File: config.mk
export PLATFORM = sky130hd
export DESIGN_NAME = line_segment_rect_clipper
export DESIGN_NICKNAME = d
export VERILOG_FILES = /design/src/sv/lsrc_pkg.sv /design/src/sv/lsrc_div.sv /design/src/sv/lsrc_front.sv /design/src/sv/lsrc_back.sv /design/src/sv/line_segment_rect_clipper.sv
export SDC_FILE = /design/constraint.sdc
export NUM_CORES = 2
export LEC_CHECK = 0
export ABC_AREA = 1
export BUFFER_PORTS_ARGS = -buffer_cell sky130_fd_sc_hd__buf_2
export CAP_MARGIN = 30
export CORE_MARGIN = 1.5
export CORE_UTILIZATION = 40
export CTS_CLUSTER_DIAMETER = 50
export DETAILED_ROUTE_END_ITERATION = 10
export GPL_TIMING_DRIVEN = 1
export REMOVE_ABC_BUFFERS = 1
export SLEW_MARGIN = 20
export SYNTH_ARGS = -nofsm -noshare
export SYNTH_HDL_FRONTEND = slang
export SYNTH_SLANG_ARGS = --single-unit
File: constraint.sdc
create_clock -name clk -period 16.8 [get_ports clk]
set_input_delay 2.52 -clock clk [delete_from_list [all_inputs] [get_ports clk]]
set_output_delay 2.52 -clock clk [all_outputs]
set_load 0.01 [all_outputs]
File: src/sv/lsrc_pkg.sv
// Package for the line segment rectangle clipper.
// Holds region code constants, front-to-back queue entry type and helpers.
package lsrc_pkg;

  localparam int CoordW = 16;
  localparam int WideW  = 34;
  localparam int MaxPasses = 8;
  localparam int PassW = 4;
  localparam int QDepth = 2;
  localparam int QPtrW = 1;

  localparam logic [3:0] CODE_LEFT   = 4'd1;
  localparam logic [3:0] CODE_RIGHT  = 4'd2;
  localparam logic [3:0] CODE_BOTTOM = 4'd4;
  localparam logic [3:0] CODE_TOP    = 4'd8;

  localparam logic [1:0] REG_LEFT   = 2'd0;
  localparam logic [1:0] REG_BOTTOM = 2'd1;
  localparam logic [1:0] REG_RIGHT  = 2'd2;
  localparam logic [1:0] REG_TOP    = 2'd3;

  typedef struct packed {
    logic signed [CoordW-1:0] left;
    logic signed [CoordW-1:0] bottom;
    logic signed [CoordW-1:0] right;
    logic signed [CoordW-1:0] top;
  } window_t;

  typedef struct packed {
    logic signed [CoordW-1:0] x0;
    logic signed [CoordW-1:0] y0;
    logic signed [CoordW-1:0] x1;
    logic signed [CoordW-1:0] y1;
    logic [3:0] c0;
    logic [3:0] c1;
  } seg_t;

  typedef enum logic [2:0] {
    ST_IDLE, ST_CHECK, ST_MUL, ST_DIV, ST_APPLY, ST_DONE
  } back_state_t;

  function automatic logic [3:0] region(input logic signed [CoordW-1:0] x,
                                        input logic signed [CoordW-1:0] y,
                                        input window_t w);
    logic [3:0] c;
    c = '0;
    if (x < w.left) c |= CODE_LEFT;
    else if (x > w.right) c |= CODE_RIGHT;
    if (y < w.bottom) c |= CODE_BOTTOM;
    else if (y > w.top) c |= CODE_TOP;
    return c;
  endfunction

endpackage

File: src/sv/lsrc_div.sv
// Serial signed divider, one quotient bit per cycle, truncating toward zero.
// Depends on lsrc_pkg.
module lsrc_div
  import lsrc_pkg::*;
(
  input  logic                    clk,
  input  logic                    rst,
  input  logic                    start,
  input  logic signed [WideW-1:0] dividend,
  input  logic signed [WideW-1:0] divisor,
  output logic                    done,
  output logic signed [WideW-1:0] quotient
);

  localparam int CntW = $clog2(WideW + 1);

  logic [WideW-1:0] num;
  logic [WideW-1:0] den;
  logic [WideW:0]   rem;
  logic             neg;
  logic             busy;
  logic [CntW-1:0]  cnt;
  logic [WideW:0]   trial;

  assign trial = {rem[WideW-1:0], num[WideW-1]} - {1'b0, den};

  always_ff @(posedge clk) begin
    if (rst) begin
      busy <= 1'b0;
      done <= 1'b0;
    end else begin
      done <= 1'b0;
      if (start) begin
        busy <= 1'b1;
        cnt  <= CntW'(WideW);
        num  <= dividend[WideW-1] ? -dividend : dividend;
        den  <= divisor[WideW-1] ? -divisor : divisor;
        neg  <= dividend[WideW-1] ^ divisor[WideW-1];
        rem  <= '0;
      end else if (busy) begin
        if (!trial[WideW]) rem <= trial;
        else rem <= {rem[WideW-1:0], num[WideW-1]};
        num <= {num[WideW-2:0], ~trial[WideW]};
        cnt <= cnt - 1'b1;
        if (cnt == CntW'(1)) begin
          busy <= 1'b0;
          done <= 1'b1;
        end
      end
    end
  end

  assign quotient = neg ? -num : num;

endmodule

File: src/sv/lsrc_front.sv
// Front part: takes segments, computes region codes, fills a two-entry queue.
// Depends on lsrc_pkg.
module lsrc_front
  import lsrc_pkg::*;
(
  input  logic                     clk,
  input  logic                     rst,
  input  logic                     in_valid,
  output logic                     in_ready,
  input  logic signed [CoordW-1:0] sx,
  input  logic signed [CoordW-1:0] sy,
  input  logic signed [CoordW-1:0] ex,
  input  logic signed [CoordW-1:0] ey,
  input  window_t                  win,
  output logic                     q_valid,
  input  logic                     q_ready,
  output seg_t                     q_data
);

  seg_t             mem [QDepth];
  logic [QPtrW-1:0] wp, rp;
  logic [QPtrW:0]   cnt;
  logic             push, pop;

  assign in_ready = cnt != (QPtrW+1)'(QDepth);
  assign q_valid  = cnt != '0;
  assign push     = in_valid && in_ready;
  assign pop      = q_valid && q_ready;
  assign q_data   = mem[rp];

  always_ff @(posedge clk) begin
    if (rst) begin
      wp <= '0;
      rp <= '0;
      cnt <= '0;
    end else begin
      if (push) begin
        mem[wp] <= '{x0: sx, y0: sy, x1: ex, y1: ey,
                     c0: region(sx, sy, win), c1: region(ex, ey, win)};
        wp <= wp + 1'b1;
      end
      if (pop) rp <= rp + 1'b1;
      cnt <= cnt + (QPtrW+1)'(push) - (QPtrW+1)'(pop);
    end
  end

  a_cnt_bound: assert property (@(posedge clk) disable iff (rst)
    cnt <= (QPtrW+1)'(QDepth)) else $error("queue overflow");
  a_no_push_full: assert property (@(posedge clk) disable iff (rst)
    cnt == (QPtrW+1)'(QDepth) |-> !push) else $error("push into full queue");
  a_cnt_step: assert property (@(posedge clk) disable iff (rst)
    push && !pop |=> cnt == $past(cnt) + 1'b1) else $error("count mismatch");

endmodule

File: src/sv/lsrc_back.sv
// Back part: iterative clip passes with shared multiplier and serial divider.
// Depends on lsrc_pkg and lsrc_div.
module lsrc_back
  import lsrc_pkg::*;
(
  input  logic        clk,
  input  logic        rst,
  input  logic        q_valid,
  output logic        q_ready,
  input  seg_t        q_data,
  input  window_t     win,
  output logic        out_valid,
  input  logic        out_ready,
  output logic [63:0] out_data,
  output logic        out_acc
);

  back_state_t state, state_next;
  seg_t        seg;
  logic [PassW-1:0] pass;
  logic        mv0, vert;
  logic signed [CoordW:0]   nd, eo, dn;
  logic signed [WideW-1:0]  prod;
  logic signed [CoordW-1:0] base, edge_v;
  logic        div_start, div_done;
  logic signed [WideW-1:0]  quo;
  logic signed [CoordW-1:0] nv;
  logic [3:0]  cout;
  logic        acc_now, rej_now;

  // product goes straight into the divider at the launch edge
  assign prod = WideW'(nd) * WideW'(eo);

  lsrc_div u_div (.clk, .rst, .start(div_start), .dividend(prod),
                  .divisor({{(WideW-CoordW-1){dn[CoordW]}}, dn}),
                  .done(div_done), .quotient(quo));

  assign cout    = (seg.c0 != '0) ? seg.c0 : seg.c1;
  assign acc_now = (seg.c0 | seg.c1) == '0;
  assign rej_now = ((seg.c0 & seg.c1) != '0) || pass == PassW'(MaxPasses);
  assign q_ready = state == ST_IDLE;
  assign out_valid = state == ST_DONE;

  always_comb begin
    state_next = state;
    unique case (state)
      ST_IDLE:  if (q_valid) state_next = ST_CHECK;
      ST_CHECK: if (acc_now || rej_now) state_next = ST_DONE;
                else state_next = ST_MUL;
      ST_MUL:   state_next = (dn == '0) ? ST_APPLY : ST_DIV;
      ST_DIV:   if (div_done) state_next = ST_APPLY;
      ST_APPLY: state_next = ST_CHECK;
      ST_DONE:  if (out_ready) state_next = ST_IDLE;
      default:  state_next = ST_IDLE;
    endcase
  end

  assign div_start = state == ST_MUL && dn != '0;
  assign nv = (dn == '0) ? base : CoordW'(WideW'(base) + quo);

  always_ff @(posedge clk) begin
    if (rst) begin
      state <= ST_IDLE;
    end else begin
      state <= state_next;
    end
  end

  always_ff @(posedge clk) begin
    unique case (state)
      ST_IDLE: begin
        seg  <= q_data;
        pass <= '0;
      end
      ST_CHECK: begin
        out_acc <= acc_now;
        if (acc_now) out_data <= {seg.y1, seg.x1, seg.y0, seg.x0};
        else out_data <= '0;
        mv0  <= seg.c0 != '0;
        vert <= (cout & (CODE_TOP | CODE_BOTTOM)) != '0;
        if ((cout & (CODE_TOP | CODE_BOTTOM)) != '0) begin
          edge_v <= ((cout & CODE_TOP) != '0) ? win.top : win.bottom;
          base <= seg.x0;
          nd <= (CoordW+1)'(seg.x1) - (CoordW+1)'(seg.x0);
          eo <= (((cout & CODE_TOP) != '0) ? (CoordW+1)'(win.top) :
                 (CoordW+1)'(win.bottom)) - (CoordW+1)'(seg.y0);
          dn <= (CoordW+1)'(seg.y1) - (CoordW+1)'(seg.y0);
        end else begin
          edge_v <= ((cout & CODE_RIGHT) != '0) ? win.right : win.left;
          base <= seg.y0;
          nd <= (CoordW+1)'(seg.y1) - (CoordW+1)'(seg.y0);
          eo <= (((cout & CODE_RIGHT) != '0) ? (CoordW+1)'(win.right) :
                 (CoordW+1)'(win.left)) - (CoordW+1)'(seg.x0);
          dn <= (CoordW+1)'(seg.x1) - (CoordW+1)'(seg.x0);
        end
      end
      ST_APPLY: begin
        pass <= pass + 1'b1;
        if (mv0) begin
          seg.x0 <= vert ? nv : edge_v;
          seg.y0 <= vert ? edge_v : nv;
          seg.c0 <= vert ? region(nv, edge_v, win) : region(edge_v, nv, win);
        end else begin
          seg.x1 <= vert ? nv : edge_v;
          seg.y1 <= vert ? edge_v : nv;
          seg.c1 <= vert ? region(nv, edge_v, win) : region(edge_v, nv, win);
        end
      end
      default: ;
    endcase
  end

  a_pass_bound: assert property (@(posedge clk) disable iff (rst)
    pass <= PassW'(MaxPasses)) else $error("pass count overrun");
  a_rej_zero: assert property (@(posedge clk) disable iff (rst)
    out_valid && !out_acc |-> out_data == '0) else $error("rejected data nonzero");
  a_done_hold: assert property (@(posedge clk) disable iff (rst)
    out_valid && !out_ready |=> out_valid && $stable(out_data))
    else $error("result dropped");

endmodule

File: src/sv/line_segment_rect_clipper.sv
// Cohen-Sutherland clipper: one segment in, clipped endpoints and accept flag
// out. An item is decided in the check state or takes clip passes (eight at
// most), each pass running the serial divider unless the divisor is zero.
// A two-entry queue sits before the clip engine.
// Depends on lsrc_pkg, lsrc_front, lsrc_back, lsrc_div.
module line_segment_rect_clipper
  import lsrc_pkg::*;
(
  input  logic        clk,
  input  logic        rst,
  input  logic        s_axis_tvalid,
  output logic        s_axis_tready,
  input  logic [63:0] s_axis_tdata,  // start_x, start_y, end_x, end_y
  output logic        m_axis_tvalid,
  input  logic        m_axis_tready,
  output logic [63:0] m_axis_tdata,  // clipped_start_x/y, clipped_end_x/y
  output logic        m_axis_tuser,  // accepted
  input  logic        cfg_valid,
  output logic        cfg_ready,
  input  logic [1:0]  cfg_index,
  input  logic [15:0] cfg_data
);

  window_t win;
  logic    q_valid, q_ready;
  seg_t    q_data;

  assign cfg_ready = 1'b1;

  always_ff @(posedge clk) begin
    if (rst) begin
      win <= '{left: 16'sh8000, bottom: 16'sh8000, right: 16'sh7fff, top: 16'sh7fff};
    end else if (cfg_valid) begin
      unique case (cfg_index)
        REG_LEFT:   win.left   <= cfg_data;
        REG_BOTTOM: win.bottom <= cfg_data;
        REG_RIGHT:  win.right  <= cfg_data;
        REG_TOP:    win.top    <= cfg_data;
        default: ;
      endcase
    end
  end

  lsrc_front u_front (
    .clk, .rst, .in_valid(s_axis_tvalid), .in_ready(s_axis_tready),
    .sx(s_axis_tdata[15:0]), .sy(s_axis_tdata[31:16]),
    .ex(s_axis_tdata[47:32]), .ey(s_axis_tdata[63:48]),
    .win, .q_valid, .q_ready, .q_data
  );

  lsrc_back u_back (
    .clk, .rst, .q_valid, .q_ready, .q_data, .win,
    .out_valid(m_axis_tvalid), .out_ready(m_axis_tready),
    .out_data(m_axis_tdata), .out_acc(m_axis_tuser)
  );

endmodule
### Word-level counts from Yosys, hierarchy flattened

Memory sizes are Yosys's and may differ from the RTL's. A register that Yosys moved wholly into a read port is not among the register bits.
Index checks and enable logic that the tools add are counted.

| word-level totals | value |
|---|---|
| register bits | 408 |
| latch bits | 0 |
| bits in writable memories | 144 |
| bits in read-only memories | 0 |
| input port bits | 87 |
| output and inout port bits | 68 |
| logic and storage cells | 176 |
| memories | 1 |

Memory list:

| name | words | bits a word | rd ports | clocked after Yosys merged registers in | wr ports | RTL line | text |
|---|---|---|---|---|---|---|---|
| u_front.mem | 2 | 72 | 1 | 1 | 1 | lsrc_front.sv:20 | `seg_t mem [QDepth];` |

| operators by class | value |
|---|---|
| add/subtract/negate cells | 15 |
| multipliers | 1 |
| div/mod/pow operators | 0 |
| $lt $le $gt $ge | 16 |
| equal/unequal tests | 16 |
| shift operators | 0 |
| muxes and demuxes | 63 |
| bitwise gates (word level) | 6 |
| reduce and logical (&&, ||, !) cells | 26 |

Operators with widths:

| cell | number |
|---|---|
| $mux W34 | 5 |
| $mux W16 | 9 |
| $pmux W72 S2 | 1 |
| $gt A16 B16 Y1 | 8 |
| $lt A16 B16 Y1 | 8 |
| $mux W17 | 5 |
| $mux W4 | 20 |
| $mux W32 | 2 |
| $sub A35 B34 Y35 | 1 |
| $mul A17 B17 Y34 | 1 |
| $neg A17 Y34 | 1 |
| $neg A34 Y34 | 1 |
| $sub A16 B16 Y17 | 2 |
| $sub A17 B16 Y17 | 2 |
| $pmux W3 S6 | 1 |
| $logic_not A17 Y1 | 1 |
| $reduce_bool A17 Y1 | 1 |
| $add A16 B16 Y16 | 1 |
| $neg A16 Y16 | 1 |
| $reduce_and A2 Y1 | 8 |
| $mux W3 | 5 |
| $reduce_bool A4 Y1 | 3 |
| $mux W1 | 9 |
| $mux W2 | 4 |
| other kinds (28) | 43 |

### Depth between registers and ports, before layout

| logic depth | value |
|---|---|
| depth in word-level cells | 12 |
| mapped depth | 38 |
| gate-level depth less buffers | 36 |

### Hierarchy

Synthesis repeated with hierarchy kept, for this count alone.

| second synthesis, totals | value |
|---|---|
| cells, all modules | 5979 |
| area, all modules | 49063.3 sq um |

Modules (own cells, without submodules):

| module | times used | cells each | area an instance (sq um) | sequential area each (sq um) |
|---|---|---|---|---|
| lsrc_back | 1 | 3427 | 27958.1 | 6846.6 |
| lsrc_div | 1 | 1435 | 9960.8 | 3313.2 |
| lsrc_front | 1 | 762 | 8613.3 | 4424.2 |
| line_segment_rect_clipper | 1 | 355 | 2531.2 | 1281.2 |

### Worst setup path after synthesis

Ideal clock, no wire load.

| timing | value |
|---|---|
| path type | register -> register |
| from | reg u_back.state[0] |
| to | reg u_back.state[2] |
| setup time | 0.065 ns |
| arrival | 11.536 ns |
| data required time | 16.735 ns |
| setup slack | 5.199 ns |
| stages on the path, launching flop included | 7 |
| path buffers | 0 |
| clock period less this slack | 11.601 ns |
| cell sequence | dfxtp_1 -> inv_1 -> nor3_1 -> nand2_1 -> o21ai_0 -> a21oi_1 -> nor2_1 |

| between the ends | value |
|---|---|
| word-level cells in the longest chain between the ends | 3 |
| elaborated cells on any way between the ends | 11 |
| classes of those cells | 8 x eq/ne; 1 x mux; 2 x reduce/logical |

Ends and longest elaborated chain:

| item | RTL line | text |
|---|---|---|
| start: declaration | lsrc_back.sv:18 | `back_state_t state, state_next;` |
| start signal: assignment | lsrc_back.sv:65 | `state <= state_next;` |
| $eq A3 B2 Y1 (tied with other cells) | lsrc_back.sv:46 | `unique case (state)` |
| $ne A2 B2 Y1 (no line) / $ne A2 B1 Y1 (equally long branches) | n/a |  |
| $reduce_and A3 Y1 (no line) | n/a |  |

Several ways; a longest one is shown, not always the timed one.
A chain may end at the register's enable or synchronous reset.

### Worst setup path after layout

| timing | value |
|---|---|
| from | reg u_back.eo[2] |
| to | reg u_back.u_div.num[7], data pin |

| between the ends | value |
|---|---|
| word-level cells in the longest chain between the ends | 4 |

Ends and longest elaborated chain:

| item | RTL line | text |
|---|---|---|
| start: declaration | lsrc_back.sv:22 | `logic signed [CoordW:0] nd, eo, dn;` |
| start signal: assignment | lsrc_back.sv:85 | `eo <= (((cout & CODE_TOP) != '0) ? (CoordW+1)'(win.top) :` |
| start signal: assignment | lsrc_back.sv:92 | `eo <= (((cout & CODE_RIGHT) != '0) ? (CoordW+1)'(win.right) :` |
| $mul A17 B17 Y34 * | lsrc_back.sv:32 | `assign prod = WideW'(nd) * WideW'(eo);` |
| $neg A34 Y34 | lsrc_div.sv:36 | `num <= dividend[WideW-1] ? -dividend : dividend;` |
| $mux W34 * | lsrc_div.sv:36 |  |
| $mux W34 * | lsrc_div.sv:33 | `if (start) begin` |
| end signal: assignment | lsrc_div.sv:36 |  |
| end signal: assignment | lsrc_div.sv:43 | `num <= {num[WideW-2:0], ~trial[WideW]};` |
| end: declaration | lsrc_div.sv:17 | `logic [WideW-1:0] num;` |

Mark *: on every way between the ends. The rest lies on a longest branch, timed or not.

==> flow_summary.ini <==
[outcome]
status = completed

[placed_design]
place_congestion = 0.9270
port_buffers = 153
place_hpwl_um = 109700

[synth]
yosys_warnings = 0
yosysMostFrequentCell = nand2_1
postSynthAreaPerCell_um2 = 8.517
synth_top_area_share_pct = 30.90
ys_ff_latch = 553
async_flop_share_pct = 0
synthCells = 5466
synth_cell_type_count = 61
syn_area_um2 = 46550
yosys-top-cells-count = nand2_1, inv_1, edfxtp_1, ha_1, a21oi_1
synth_edf_count = 479
synth_ff_type = edfxtp_1
seq_area_frac_synth_pct = 34.08
synth_area_leader_cell = edfxtp_1
synth.area.top_cells = edfxtp_1, fa_1, ha_1, nand2_1, inv_1

[global_routing]
use_met2_pct = 39.93
antenna_found_initial = 4
top_usage_layer = met2
grt_util_met1_pct = 31.43
grt_pass1_wl_um = 213400
grt_overflow = 0
grt_pass1_vias = 36470
grt_usage_pct = 23.70
use_met3_pct = 2.734
grt_max_degree = 73

[drt]
dr_total_vias = 36690
postRouteAntennaNets = 0
drc = 0
drt_iter0_drc = 2793
via_per_inst = 5.120
wl_per_cell_um = 19.43
totalWireLength_um = 139200
first_pass_iters = 6

[clock_network]
cts.sinks = 553
post_cts_buffers = 0
numCtsBuffers = 81
worstSkewPairLatency_ps = 680
htreeDepth = 3
cts_buffer_depth = 3
cts_tree = built
cts.reportedPaths.clkPinSlew_ps = 60
ctsResizeCount = 0
ctsHoldBuffers = 0
root_buffer = clkbuf_16

[sta]
skew_ps = 50.09
tns_ps = 0
hold_violations = 0
finalCriticalPeriod_ps = 7621
post-route-period-util_pct = 45.36
setup_violations = 0
grt_setup_unrepaired = no
slew-limit-headroom_pct = 30.58
max_clock_freq_ghz = 0.1312
drv_slew = 0
worstMarginPinSlew_ps = 1033

[cells_and_area]
insertedDiodeCount = 0
syn2layout_area_growth_pct = 11.33
layout-drive-gt1-share_pct = 7.888
nets = 6431

[floorplan]
die_w_um = 344.2
die_height_um = 344.2
num_rows = 124
dieArea_um2 = 118400
ioPinCount = 155
core-area_um2 = 114800
start_util_pct = 40.55

[min_path]
min_path_type = register to register

[setup_path]
worstPathArrival_ps = 8000
startpoint_type = register
worst-path-max-fanout = 35
worstSetupEndpointType = register
path_class = register to register
required_ps = 17180

[run]
drv_cap = 0
[cell usage in the layout, fill, tap and decap left out, types with 8 or more instances in the layout]
cell	instances
xor2_1	82
inv_6	11
clkinv_2	8
clkinv_1	11
o211ai_1	28
nor4_1	10
conb_1	17
clkbuf_1	13
nor3_1	47
nand2_1	1201
o21ai_1	16
nor2_2	24
nor2_1	266
a31oi_1	13
fa_1	302
buf_2	154
edfxtp_1	479
inv_2	13
inv_1	1033
or2_2	15
xnor2_1	55
clkinvlp_4	8
nand4_1	54
clkbuf_16	82
nand2_2	17
o21ai_0	378
buf_4	35
ha_1	457
o31ai_1	12
dfxtp_1	73
mux2_2	20
o21a_1	10
a21boi_0	10
a21o_1	12
o21bai_1	8
nand3_1	157
mux2i_1	42
a21oi_1	379
[per-stage QoR]
| step | instance area [um2] | instances | setup WS [ps] | hold WS (ps) | utilization [%] |
|---|---|---|---|---|---|
| after detailed placement | 49020 | 7013 | 9154 | 431.6 | 42.70 |
| final | 51830 | 7166 | 9179 | 441.1 | 45.14 |
| after global routing | 51830 | 7166 | 8604 | 480.5 | 45.14 |
| after global placement | 48940 | 7009 | 9264 | 432.0 | 42.63 |
| after floorplan | 45930 | 5309 | 5200 | 426.3 | - |
| after CTS | 51800 | 7165 | 9130 | 440.7 | 45.12 |
[path summary, 6_finish.rpt]
path / start / end / slack [ps] / cells after the start
setup reg to reg: u_back.eo[2]$_DFFE_PN_ / u_back.u_div.num[7]$_DFFE_PP_ / 9180 / 27
setup / recovery: u_back.eo[2]$_DFFE_PN_ / u_back.u_div.num[7]$_DFFE_PP_ / 9180 / 27
hold reg to reg: u_front.rp$_SDFFE_PP0P_ / register / 440 / 1
hold / removal: u_front.rp$_SDFFE_PP0P_ / register / 440 / 1
[registers in the layout, indices dropped and copies added (netlist names), 2 cells and up, named ones only]
register          cells
u_back.eo            17
u_back.base          16
u_back.dn            17
u_back.out_data      64
win                  64
u_back.pass           4
u_back.u_div.cnt      6
u_front.cnt           2
u_back.u_div.rem     34
u_back.seg           72
u_back.nd            17
u_back.edge_v        16
u_back.u_div.num     34
u_back.state          3
u_back.u_div.den     34
u_front.mem         144
[metal layers]
layer	vias up	wire, um
met5	-	27
li1	17940	-
met1	17500	60360
met2	1034	66330
met4	4	4978
met3	206	7540
[critical path, stage by stage (launching register included)]
cell      delay [ps]
edfxtp_1         760
nand2_1          200
inv_1            160
fa_1             480
inv_1            230
fa_1             450
inv_1            410
fa_1             510
fa_1             490
fa_1             550
inv_1             50
fa_1             520
inv_1             40
ha_1             370
nand2_1          120
nor2_1           230
and2_1           210
and2_1           130
nand2_1           80
nand3_2          100
a21oi_2           80
inv_2             60
nand2_1           60
nand2_2          550
nand2_1          140
xor2_1           170
nand2_1           60
o21ai_0           80
[cell type report]
class                           count  area (um2)
Multi-Input combinational cell   3706       26210
Fill cell                       11200       62980
Clock inverter                     56       670.6
Tap cell                         1512        1892
Inverter                         1050        3941
Clock buffer                       96        2115
Timing Repair Buffer              193        1136
Sequential cell                   553       15870
[cells by family (layout without fill, tap and decap cells)]
group | count (synthesis) | in the layout | synth area share (%)
multiplexers | 62 | 62 | 1.387
XOR/XNOR | 143 | 143 | 2.787
adder cells (fa/ha/maj) | 759 | 759 | 25.27
buffers and inverters | 1222 | 1395 | 9.923
flip-flops | 553 | 553 | 34.08
other | 2 | 17 | 0.01613
AND/OR/NAND/NOR | 1826 | 1826 | 16.19
AO/OA/AOI/OAI | 899 | 899 | 10.35
Power is left out: the tool's default activity adds up to more than one toggle a clock period on the data nets, which glitch-free logic cannot reach.
